`config.mk`:
```
export PLATFORM = sky130hd
export DESIGN_NAME = video_register_scroll_unit_top
export DESIGN_NICKNAME = d
export VERILOG_FILES = /design/src/rtl/core/vrsu_pkg.sv /design/src/rtl/core/vrsu_sprite_ram.sv /design/src/rtl/core/vrsu_reg_file.sv /design/src/rtl/core/vrsu_rsp_pipe.sv /design/src/rtl/core/video_register_scroll_unit_top.sv
export VERILOG_INCLUDE_DIRS = /design/src /design/src/rtl/core
export SDC_FILE = /design/constraint.sdc
export NUM_CORES = 2
export LEC_CHECK = 0
export ABC_CLOCK_PERIOD_IN_PS = 7400
export BUFFER_PORTS_ARGS = -buffer_cell sky130_fd_sc_hd__clkbuf_2
export CAP_MARGIN = 15
export CORE_UTILIZATION = 40
export DETAILED_ROUTE_END_ITERATION = 10
export GPL_ROUTABILITY_DRIVEN = 0
export PLACE_DENSITY = 0.6
export SETUP_SLACK_MARGIN = 0.15
export SLEW_MARGIN = 15
export SYNTH_ARGS = -nofsm -noshare
export SYNTH_HDL_FRONTEND = slang
export SYNTH_SLANG_ARGS = --single-unit
```
`constraint.sdc`:
```
create_clock -name clock -period 7.4 [get_ports clock]
set_clock_uncertainty 0.15 [all_clocks]
set_input_delay 0.74 -clock clock [delete_from_list [all_inputs] [get_ports clock]]
set_output_delay 0.74 -clock clock [all_outputs]
set_load 0.02 [all_outputs]
```
`src/rtl/core/assert_macros.svh`:
```
// Assertion macros shared by the video register and scroll unit.
`ifndef ASSERT_MACROS_SVH
`define ASSERT_MACROS_SVH

// Checked only outside reset.
`define VRSU_ASSERT(lbl, prop, msg) \
   lbl: assert property (@(posedge clock) disable iff (reset) prop) else $error(msg);

// Checked on every edge, reset included.
`define VRSU_ASSERT_ALWAYS(lbl, prop, msg) \
   lbl: assert property (@(posedge clock) prop) else $error(msg);

`endif

```
`src/rtl/core/vrsu_pkg.sv`:
```
// Types and constants of the video register and scroll unit.
package vrsu_pkg;

   localparam logic [3:0] CMD_REG_READ      = 4'd0;
   localparam logic [3:0] CMD_REG_WRITE     = 4'd1;
   localparam logic [3:0] CMD_COARSE_X_INC  = 4'd2;
   localparam logic [3:0] CMD_Y_INC         = 4'd3;
   localparam logic [3:0] CMD_COPY_HORIZ    = 4'd4;
   localparam logic [3:0] CMD_COPY_VERT     = 4'd5;
   localparam logic [3:0] CMD_VBLANK_START  = 4'd6;
   localparam logic [3:0] CMD_PRERENDER_CLR = 4'd7;
   localparam logic [3:0] CMD_SPRITE0_HIT   = 4'd8;

   localparam logic [2:0] REG_CTRL        = 3'd0;
   localparam logic [2:0] REG_MASK        = 3'd1;
   localparam logic [2:0] REG_STATUS      = 3'd2;
   localparam logic [2:0] REG_SPRITE_ADDR = 3'd3;
   localparam logic [2:0] REG_SPRITE_DATA = 3'd4;
   localparam logic [2:0] REG_SCROLL      = 3'd5;
   localparam logic [2:0] REG_ADDR        = 3'd6;
   localparam logic [2:0] REG_DATA        = 3'd7;

   localparam logic [15:0] MASK_NT_SELECT  = 16'hF3FF;
   localparam logic [15:0] MASK_SCROLL_Y   = 16'h8C1F;
   localparam logic [15:0] MASK_COARSE_X   = 16'hFFE0;
   localparam logic [15:0] MASK_ADDR_HIGH  = 16'h80FF;
   localparam logic [15:0] MASK_HORIZ_KEEP = 16'hFBE0;
   localparam logic [15:0] MASK_HORIZ_COPY = 16'h041F;
   localparam logic [15:0] MASK_VERT_KEEP  = 16'h841F;
   localparam logic [15:0] MASK_VERT_COPY  = 16'h7BE0;
   localparam logic [15:0] MASK_FINE_Y     = 16'h7000;
   localparam logic [15:0] MASK_FINE_Y_CLR = 16'h8FFF;
   localparam logic [15:0] MASK_COARSE_Y   = 16'h03E0;
   localparam logic [15:0] MASK_COARSE_Y_CLR = 16'hFC1F;
   localparam logic [15:0] FLIP_NT_HORIZ   = 16'h0400;
   localparam logic [15:0] FLIP_NT_VERT    = 16'h0800;
   localparam logic [15:0] FINE_Y_STEP     = 16'h1000;
   localparam logic [13:0] PALETTE_BASE    = 14'h3F00;

   localparam int STATUS_SPRITE0_BIT = 1;
   localparam int STATUS_VBLANK_BIT  = 2;

   typedef struct packed {
      logic [7:0]  read_data;
      logic        nmi_pulse;
      logic [13:0] mem_addr;
      logic        mem_read_strobe;
      logic        mem_write_strobe;
      logic [15:0] scroll_addr;
      logic [2:0]  fine_scroll_x;
      logic [7:0]  control_byte;
      logic [7:0]  mask_byte;
      logic        sprite_read;
   } vrsu_result_type;

   typedef struct packed {
      logic s1_valid;
      logic out_valid;
   } vrsu_pipe_status_type;

endpackage

```
`src/rtl/core/vrsu_sprite_ram.sv`:
```
// Sprite memory: one synchronous port pair with per-entry valid bits.
module vrsu_sprite_ram
   import vrsu_pkg::*;
#(
   parameter int DEPTH = 256
) (
   input  logic                     clock,
   input  logic                     reset,
   input  logic                     rd_en,
   input  logic [$clog2(DEPTH)-1:0] rd_addr,
   input  logic                     wr_en,
   input  logic [$clog2(DEPTH)-1:0] wr_addr,
   input  logic [7:0]               wr_data,
   output logic [7:0]               rd_data
);

   logic [7:0]       mem [DEPTH];
   logic [DEPTH-1:0] vld_ff;
   logic [7:0]       rd_ff;
   logic             rd_vld_ff;

   always_ff @(posedge clock) begin
      if (wr_en) begin
         mem[wr_addr] <= wr_data;
      end
      if (rd_en) begin
         rd_ff     <= mem[rd_addr];
         rd_vld_ff <= vld_ff[rd_addr];
      end
   end

   // Entries never written since reset read as zero.
   always_ff @(posedge clock) begin
      if (reset) begin
         vld_ff <= '0;
      end else if (wr_en) begin
         vld_ff[wr_addr] <= 1'b1;
      end
   end

   assign rd_data = rd_vld_ff ? rd_ff : 8'd0;

endmodule

```
`src/rtl/core/vrsu_reg_file.sv`:
```
// Register file and scroll-address update; state changes at the accepting edge.
module vrsu_reg_file
   import vrsu_pkg::*;
#(
   parameter int DEPTH = 256
) (
   input  logic                     clock,
   input  logic                     reset,
   input  logic                     fire,
   input  logic [3:0]               command,
   input  logic [2:0]               reg_index,
   input  logic [7:0]               write_data,
   input  logic [7:0]               mem_data,
   output vrsu_result_type          result,
   output logic                     spr_rd_en,
   output logic                     spr_wr_en,
   output logic [$clog2(DEPTH)-1:0] spr_addr
);

   logic [15:0] cur_ff, cur_in;
   logic [15:0] temp_ff, temp_in;
   logic [2:0]  fine_ff, fine_in;
   logic        toggle_ff, toggle_in;
   logic [7:0]  rbuf_ff, rbuf_in;
   logic [7:0]  ctrl_ff, ctrl_in;
   logic [7:0]  mask_ff, mask_in;
   logic [2:0]  status_ff, status_in;
   logic [7:0]  spr_ff, spr_in;

   logic        render_on;
   logic [15:0] port_next;
   logic [15:0] coarse_x_next;
   logic [15:0] y_next;
   logic [15:0] y_wrap;
   logic [4:0]  coarse_y;
   logic [15:0] addr_low;

   assign render_on = mask_ff[3] | mask_ff[4];
   assign port_next = cur_ff + (ctrl_ff[2] ? 16'd32 : 16'd1);
   assign addr_low  = (temp_ff & 16'hFF00) | {8'd0, write_data};

   always_comb begin
      if (cur_ff[4:0] == 5'd31) begin
         coarse_x_next = (cur_ff & MASK_COARSE_X) ^ FLIP_NT_HORIZ;
      end else begin
         coarse_x_next = cur_ff + 16'd1;
      end
   end

   // Fine Y rolls into coarse Y; row 29 flips the vertical nametable.
   always_comb begin
      y_wrap   = cur_ff & MASK_FINE_Y_CLR;
      coarse_y = y_wrap[9:5];
      if (coarse_y == 5'd29) begin
         coarse_y = 5'd0;
         y_wrap   = y_wrap ^ FLIP_NT_VERT;
      end else if (coarse_y == 5'd31) begin
         coarse_y = 5'd0;
      end else begin
         coarse_y = coarse_y + 5'd1;
      end
      if ((cur_ff & MASK_FINE_Y) != MASK_FINE_Y) begin
         y_next = cur_ff + FINE_Y_STEP;
      end else begin
         y_next = (y_wrap & MASK_COARSE_Y_CLR) | {6'd0, coarse_y, 5'd0};
      end
   end

   always_comb begin
      cur_in    = cur_ff;
      temp_in   = temp_ff;
      fine_in   = fine_ff;
      toggle_in = toggle_ff;
      rbuf_in   = rbuf_ff;
      ctrl_in   = ctrl_ff;
      mask_in   = mask_ff;
      status_in = status_ff;
      spr_in    = spr_ff;
      spr_rd_en = 1'b0;
      spr_wr_en = 1'b0;
      result    = '0;
      case (command)
         CMD_REG_READ: begin
            case (reg_index)
               REG_STATUS: begin
                  result.read_data = {status_ff, 5'd0};
                  status_in[STATUS_VBLANK_BIT] = 1'b0;
                  toggle_in = 1'b0;
               end
               REG_SPRITE_DATA: begin
                  spr_rd_en = 1'b1;
                  result.sprite_read = 1'b1;
               end
               REG_DATA: begin
                  result.mem_addr = cur_ff[13:0];
                  result.mem_read_strobe = 1'b1;
                  cur_in = port_next;
                  rbuf_in = mem_data;
                  result.read_data = (cur_ff[13:0] < PALETTE_BASE) ? rbuf_ff : mem_data;
               end
               default: begin
               end
            endcase
         end
         CMD_REG_WRITE: begin
            case (reg_index)
               REG_CTRL: begin
                  result.nmi_pulse = ~ctrl_ff[7] & write_data[7]
                                     & status_ff[STATUS_VBLANK_BIT];
                  ctrl_in = write_data;
                  temp_in = (temp_ff & MASK_NT_SELECT) | {4'd0, write_data[1:0], 10'd0};
               end
               REG_MASK: begin
                  mask_in = write_data;
               end
               REG_SPRITE_ADDR: begin
                  spr_in = write_data;
               end
               REG_SPRITE_DATA: begin
                  spr_wr_en = 1'b1;
                  spr_in = spr_ff + 8'd1;
               end
               REG_SCROLL: begin
                  if (toggle_ff) begin
                     temp_in = (temp_ff & MASK_SCROLL_Y)
                               | {1'b0, write_data[2:0], 2'd0, write_data[7:3], 5'd0};
                  end else begin
                     temp_in = (temp_ff & MASK_COARSE_X) | {11'd0, write_data[7:3]};
                     fine_in = write_data[2:0];
                  end
                  toggle_in = ~toggle_ff;
               end
               REG_ADDR: begin
                  if (toggle_ff) begin
                     temp_in = addr_low;
                     cur_in  = addr_low;
                  end else begin
                     temp_in = (temp_ff & MASK_ADDR_HIGH) | {2'd0, write_data[5:0], 8'd0};
                  end
                  toggle_in = ~toggle_ff;
               end
               REG_DATA: begin
                  result.mem_addr = cur_ff[13:0];
                  result.mem_write_strobe = 1'b1;
                  cur_in = port_next;
               end
               default: begin
               end
            endcase
         end
         CMD_COARSE_X_INC: begin
            if (render_on) cur_in = coarse_x_next;
         end
         CMD_Y_INC: begin
            if (render_on) cur_in = y_next;
         end
         CMD_COPY_HORIZ: begin
            if (render_on) cur_in = (cur_ff & MASK_HORIZ_KEEP) | (temp_ff & MASK_HORIZ_COPY);
         end
         CMD_COPY_VERT: begin
            if (render_on) cur_in = (cur_ff & MASK_VERT_KEEP) | (temp_ff & MASK_VERT_COPY);
         end
         CMD_VBLANK_START: begin
            status_in[STATUS_VBLANK_BIT] = 1'b1;
            result.nmi_pulse = ctrl_ff[7];
         end
         CMD_PRERENDER_CLR: begin
            status_in = 3'd0;
         end
         CMD_SPRITE0_HIT: begin
            status_in[STATUS_SPRITE0_BIT] = 1'b1;
         end
         default: begin
         end
      endcase
      spr_rd_en = spr_rd_en & fire;
      spr_wr_en = spr_wr_en & fire;
      result.scroll_addr   = cur_in;
      result.fine_scroll_x = fine_in;
      result.control_byte  = ctrl_in;
      result.mask_byte     = mask_in;
   end

   assign spr_addr = spr_ff[$clog2(DEPTH)-1:0];

   always_ff @(posedge clock) begin
      if (reset) begin
         cur_ff    <= '0;
         temp_ff   <= '0;
         fine_ff   <= '0;
         toggle_ff <= 1'b0;
         rbuf_ff   <= '0;
         ctrl_ff   <= '0;
         mask_ff   <= '0;
         status_ff <= '0;
         spr_ff    <= '0;
      end else if (fire) begin
         cur_ff    <= cur_in;
         temp_ff   <= temp_in;
         fine_ff   <= fine_in;
         toggle_ff <= toggle_in;
         rbuf_ff   <= rbuf_in;
         ctrl_ff   <= ctrl_in;
         mask_ff   <= mask_in;
         status_ff <= status_in;
         spr_ff    <= spr_in;
      end
   end

endmodule

```
`src/rtl/core/vrsu_rsp_pipe.sv`:
```
// Memory-read stage and output register of the result channel.
module vrsu_rsp_pipe
   import vrsu_pkg::*;
(
   input  logic                 clock,
   input  logic                 reset,
   input  logic                 fire,
   input  vrsu_result_type      result,
   input  logic [7:0]           spr_rd_data,
   output logic                 in_ready,
   output logic                 rsp_tvalid,
   input  logic                 rsp_tready,
   output logic [63:0]          rsp_tdata,
   output vrsu_pipe_status_type status
);

   vrsu_result_type s1_ff;
   logic            s1_valid_ff, s1_valid_in;
   vrsu_result_type out_ff, out_in;
   logic            out_valid_ff, out_valid_in;
   logic            s1_move;

   // The sprite memory output holds while the first stage waits, since no
   // new read is issued until that stage moves on.
   assign s1_move  = s1_valid_ff & (~out_valid_ff | rsp_tready);
   assign in_ready = ~s1_valid_ff | s1_move;

   assign s1_valid_in  = fire | (s1_valid_ff & ~s1_move);
   assign out_valid_in = s1_move | (out_valid_ff & ~rsp_tready);

   always_comb begin
      out_in = s1_ff;
      if (s1_ff.sprite_read) begin
         out_in.read_data = spr_rd_data;
      end
   end

   always_ff @(posedge clock) begin
      if (reset) begin
         s1_valid_ff  <= 1'b0;
         out_valid_ff <= 1'b0;
      end else begin
         s1_valid_ff  <= s1_valid_in;
         out_valid_ff <= out_valid_in;
      end
   end

   always_ff @(posedge clock) begin
      if (fire) begin
         s1_ff <= result;
      end
      if (s1_move) begin
         out_ff <= out_in;
      end
   end

   assign rsp_tvalid = out_valid_ff;
   assign rsp_tdata  = {4'd0, out_ff.mask_byte, out_ff.control_byte, out_ff.fine_scroll_x,
                        out_ff.scroll_addr, out_ff.mem_write_strobe, out_ff.mem_read_strobe,
                        out_ff.mem_addr, out_ff.nmi_pulse, out_ff.read_data};
   assign status.s1_valid  = s1_valid_ff;
   assign status.out_valid = out_valid_ff;

endmodule

```
`src/rtl/core/video_register_scroll_unit_top.sv`:
```
// Video register file and scroll-address unit, top level.
//
// Each request word carries one command: a register read or write, or a
// render-timing event (coarse X or Y increment, horizontal or vertical copy,
// vblank start, prerender clear, sprite-zero hit). Each request produces
// exactly one response word with the read byte, the interrupt pulse, the
// data-port address and strobes, and the scroll, control and mask state
// after the command.
// A request is taken every cycle unless the response channel stalls. The
// response is registered in the first stage, which covers the sprite memory's
// registered read port that data-port and scroll updates ride along with,
// and then in the output register. A response stage and an output register
// sit between the channels, so a request is still accepted while one
// finished response waits; with both full and rsp_tready low, req_tready
// drops. Reset clears the register file, the pipeline valid flags and the
// sprite memory valid bits; sprite bytes not written since reset read as zero.
`include "assert_macros.svh"

module video_register_scroll_unit_top
   import vrsu_pkg::*;
#(
   parameter int SPRITE_MEM_BYTES = 256
) (
   input  logic        clock,
   input  logic        reset,
   input  logic        req_tvalid,
   output logic        req_tready,
   // [3:0] command, [6:4] reg_index, [14:7] write_data, [22:15] mem_data
   input  logic [23:0] req_tdata,
   output logic        rsp_tvalid,
   input  logic        rsp_tready,
   // [7:0] read_data, [8] nmi_pulse, [22:9] mem_addr, [23] mem_read_strobe,
   // [24] mem_write_strobe, [40:25] scroll_addr, [43:41] fine_scroll_x,
   // [51:44] control_byte, [59:52] mask_byte
   output logic [63:0] rsp_tdata
);

   localparam int SpriteAddrBits = $clog2(SPRITE_MEM_BYTES);

   logic                      fire;
   logic [3:0]                command;
   logic [2:0]                reg_index;
   logic [7:0]                write_data;
   logic [7:0]                mem_data;
   vrsu_result_type           result;
   logic                      spr_rd_en;
   logic                      spr_wr_en;
   logic [SpriteAddrBits-1:0] spr_addr;
   logic [7:0]                spr_rd_data;
   vrsu_pipe_status_type      pipe_status;
   logic                      pipe_stalled;
   logic                      pipe_empty;
   logic                      nmi_cmd;

   assign command    = req_tdata[3:0];
   assign reg_index  = req_tdata[6:4];
   assign write_data = req_tdata[14:7];
   assign mem_data   = req_tdata[22:15];
   assign fire       = req_tvalid & req_tready;

   vrsu_reg_file #(
      .DEPTH(SPRITE_MEM_BYTES)
   ) u_reg_file (
      .clock      (clock),
      .reset      (reset),
      .fire       (fire),
      .command    (command),
      .reg_index  (reg_index),
      .write_data (write_data),
      .mem_data   (mem_data),
      .result     (result),
      .spr_rd_en  (spr_rd_en),
      .spr_wr_en  (spr_wr_en),
      .spr_addr   (spr_addr)
   );

   vrsu_sprite_ram #(
      .DEPTH(SPRITE_MEM_BYTES)
   ) u_sprite_ram (
      .clock   (clock),
      .reset   (reset),
      .rd_en   (spr_rd_en),
      .rd_addr (spr_addr),
      .wr_en   (spr_wr_en),
      .wr_addr (spr_addr),
      .wr_data (write_data),
      .rd_data (spr_rd_data)
   );

   vrsu_rsp_pipe u_rsp_pipe (
      .clock       (clock),
      .reset       (reset),
      .fire        (fire),
      .result      (result),
      .spr_rd_data (spr_rd_data),
      .in_ready    (req_tready),
      .rsp_tvalid  (rsp_tvalid),
      .rsp_tready  (rsp_tready),
      .rsp_tdata   (rsp_tdata),
      .status      (pipe_status)
   );

   assign pipe_stalled = pipe_status.s1_valid & rsp_tvalid & ~rsp_tready;
   assign pipe_empty   = ~rsp_tvalid & ~pipe_status.s1_valid;
   assign nmi_cmd      = (command == CMD_VBLANK_START)
                         | ((command == CMD_REG_WRITE) & (reg_index == REG_CTRL));

   `VRSU_ASSERT(a_accept_fills_stage, fire |=> pipe_status.s1_valid, "accepted word not staged")
   `VRSU_ASSERT(a_full_blocks_input, pipe_stalled |-> !req_tready, "input open while full")
   `VRSU_ASSERT(a_nmi_source, fire && result.nmi_pulse |-> nmi_cmd, "unexpected interrupt")
   `VRSU_ASSERT_ALWAYS(a_reset_empties, reset |=> pipe_empty, "pipeline not empty after reset")

endmodule
```
==> results.yml <==
logic_synthesis:
  synthMuxAreaShare_pct: 16.3
  synth_xor_area_share_pct: 0.0892
  avgSynthCellArea_um2: 19.0
  syn_inst: 5171
  yosysWarnings: 0
  ys_seq_area_share_pct: 73.3
  synth_enable_flop_cells: 2178
  synth_top_family_by_area: "multiplexers"
  ys.flop_type: "edfxtp_1"
  async_reset_ff_share_pct: 0
  synthDistinctLibCells: 86
  netlist_area_mm2: 0.0982
  synth-simple-area-share_pct: 3.84
  synth_compound_area_share_pct: 4.67
  synthAdderAreaFrac_pct: 0.178
  synth_seq_cells: 2506
status:
  status: "finished clean"
worst_setup_path:
  reg2reg_slack_ns: 2.38
  reg2reg_to: "u_sprite_ram.rd_vld_ff"
  cp.required_ns: 7.84
  r2r_cells: 8
  startpoint_type: "register"
  reg2reg_from: "u_reg_file.spr_addr[0]"
  crit_path_end_kind: "register"
  cp_max_fo: 33
  cp.arrival_ns: 5.46
  critPathKind: "register to register"
sta:
  worstMarginPinSlew_ns: 1.29
  finalWorstSetupSlack_ns: 2.38
  hold_viol_final: 0
  fin_tns_setup_ns: 0
  setup_viol: 0
  fmax_ghz: 0.199
  fin_crit_ns: 5.02
  drv_slew: 0
  grt_setup_unrepaired: "false"
  min_period_over_period_pct: 67.9
  timing.slew.headroom_pct: 13.0
clock_network:
  cts_buffer_depth: 4
  clk_latency_ns: 0.91
  h-tree-depth: 5
  cts_tree: "done"
  clock-sinks: 2506
  path_clk_slew_ns: 0.06
  root_buffer: "clkbuf_16"
  numCtsBuffers: 277
pwr:
  p_leak_nw: 34.6
  ir_worst_vdd_v: 0.000227
  p_total_mw: 29.3
  p_per_area_mw_per_mm2: 263
hold_path:
  hold_end: "u_rsp_pipe.rsp_tvalid"
  min_path_cells: 4
  hp-start: "rsp_tready"
  hp-class: "input pin to register"
layout:
  post-route-util_pct: 45.6
  nFillCells: 20400
  final_common_cell: "edfxtp_1"
  nets: 5357
  drive_gt1_share_pct: 23.3
  area_delta_synth_final_pct: 13.2
  fin_area_mm2: 0.111
  layout_common_cells: "edfxtp_1, mux4_2, nor2_1, dfxtp_1, clkbuf_16"
detailed_routing:
  drtPass1Iterations: 8
  drt-initial-drc-count: 5936
  avgRoutedWirePerCell_um: 29.6
  wl_um: 258000
  drc: 0
  vias_per_cell: 5.88
  num_vias: 51300
  ant_nets: 0
job:
  cap_viol_max_count: 0
global_route:
  track_usage_pct: 20.6
  grt_pass1_wl_um: 369000
  grt_pass1_vias: 50700
  grt.overflow.total: 0
  grt_max_degree: 170
  antenna_found_initial: 10
placement:
  place_ws_ns: 2.34
  dpl_cell_area_mm2: 0.102
  dp_hpwl_um: 157000
  port_buffers: 88
floorplan:
  die_y_um: 498
  fp.dieW_um: 498
  initial_utilization_pct: 40.3
  die-area_mm2: 0.248
  ios: 94
  rows: 181
  fp.coreArea_mm2: 0.244
==> worst max-delay path, stage by stage, from the launching register on <==
cell,delay (ns)
dfxtp_4,0.91
buf_4,0.48
buf_4,0.39
mux4_2,0.58
mux2i_1,0.36
o22ai_1,0.19
nor4_1,1.10
and3_1,0.30
o2111ai_1,0.20
==> layer usage <==
metal	up-vias	wire [um]	share of wire [%]	global-route usage, %
met1	27200	106000	41	28.3
li1	21400	-	-	-
met3	511	22600	8.8	5.09
met4	6	8970	3.5	7.00
met2	2297	120000	47	32.0
met5	-	219	0.085	0
==> kinds of logic after synthesis <==
family | Yosys count
muxes | 789
buffers and inverters | 357
AOI/OAI and AO/OA | 654
and+or+nand+nor | 840
xor gates and xnor gates | 10
DFF | 2506
other | 1
adders and majority gates | 14
==> what timing repair did <==
| action | in CTS | in global routing |
|---|---|---|
| setup endpoints to repair | 0 | 0 |
| hold buffers | 8 | 0 |
| setup buffers | 0 | 0 |
| endpoints found under the hold margin | 8 | 0 |
| gates resized for setup | 0 | 0 |
==> state kept, by name (all words and copies together), names as in the netlist, named ones only <==
signal and flops:
u_sprite_ram.mem 2048, u_sprite_ram.vld_ff 256, u_rsp_pipe.rsp_tdata 60, u_rsp_pipe.out_in 53
u_reg_file.cur_ff 16, u_reg_file.ctrl_ff 8, u_reg_file.mask_ff 8, u_reg_file.rbuf_ff 8
u_reg_file.spr_addr 8, u_rsp_pipe.s1_ff 8, u_sprite_ram.rd_ff 8, u_reg_file.fine_ff 3
u_reg_file.status_ff 2, u_reg_file.temp_ff 2, u_reg_file.toggle_ff 1, u_rsp_pipe.rsp_tvalid 1
u_rsp_pipe.s1_valid_ff 1, u_sprite_ram.rd_vld_ff 1
==> Yosys cell counts, drive strengths merged, types with 9 or more instances <==
master  count  area share [%]
a221oi     10           0.089
ha         14            0.18
nand2b     11           0.070
edfxtp   2178              67
a21oi      99            0.50
and2       16            0.10
buf       147            0.80
nor2b      18            0.11
o211a       9           0.092
xnor2       9           0.080
clkbuf    180            0.69
a22oi      61            0.47
nor4       20            0.15
inv        29            0.11
nand2     203            0.78
mux4      649              15
o21a      232             1.8
a31oi      12           0.076
and3       17            0.11
nor2      414             1.6
nand3      42            0.21
o32ai      10           0.089
nand4      11           0.070
a311oi      9           0.080
mux2i     119             1.2
a211oi     20            0.15
o21ai      61            0.31
nor3       28            0.15
o31ai       9           0.069
o22ai      49            0.31
mux2       21            0.24
dfxtp     328             6.7
==> report_power, final <==
part	total, mW	internal (mW)	switching [mW]	leakage, nW
combinational	0.547	0.120	0.427	8.05
clock	13.3	7.92	5.39	4.27
sequential	15.4	15.4	0.0298	22.3
==> how the worst max path moves through the flow <==
stage / start / to / slack (ns) / cells past startpoint
6_report: u_reg_file.spr_addr[0] / u_sprite_ram.rd_vld_ff / 2.38 / 8
5_1_grt: u_reg_file.spr_addr[0] / u_sprite_ram.rd_vld_ff / 2.24 / 8
4_1_cts: u_reg_file.spr_addr[0] / u_sprite_ram.rd_vld_ff / 2.59 / 8
3_5_place_dp: req_tdata[0] / u_sprite_ram.mem[111][6] / 2.34 / 6
3_3_place_gp: req_tdata[0] / u_sprite_ram.mem[111][0] / 2.43 / 6
2_1_floorplan: rsp_tready / u_rsp_pipe.rsp_tdata[0] / 1.53 / 2
==> final cells by class <==
cell class | instances | area, um^2 | share of cell area [%]
Tap cell | 3202 | 4010 | 3.60
Inverter | 30 | 130 | 0.117
Clock buffer | 400 | 7950 | 7.15
Timing Repair Buffer | 189 | 1480 | 1.33
Multi-Input combinational cell | 2311 | 24800 | 22.3
Antenna cell | 6 | 15.0 | 0.0135
Sequential cell | 2506 | 72000 | 64.8
Clock inverter | 82 | 768 | 0.691
==> metrics by stage <==
step / hold slack [ns] / instances
floorplan: 0.250 / 5174
global placement: 0.253 / 8230
detailed placement: 0.255 / 8230
CTS: 0.0274 / 8720
global route: 0.0746 / 8722
finish: 0.0805 / 8726
No activity file was read; power rests on OpenSTA's default activity.
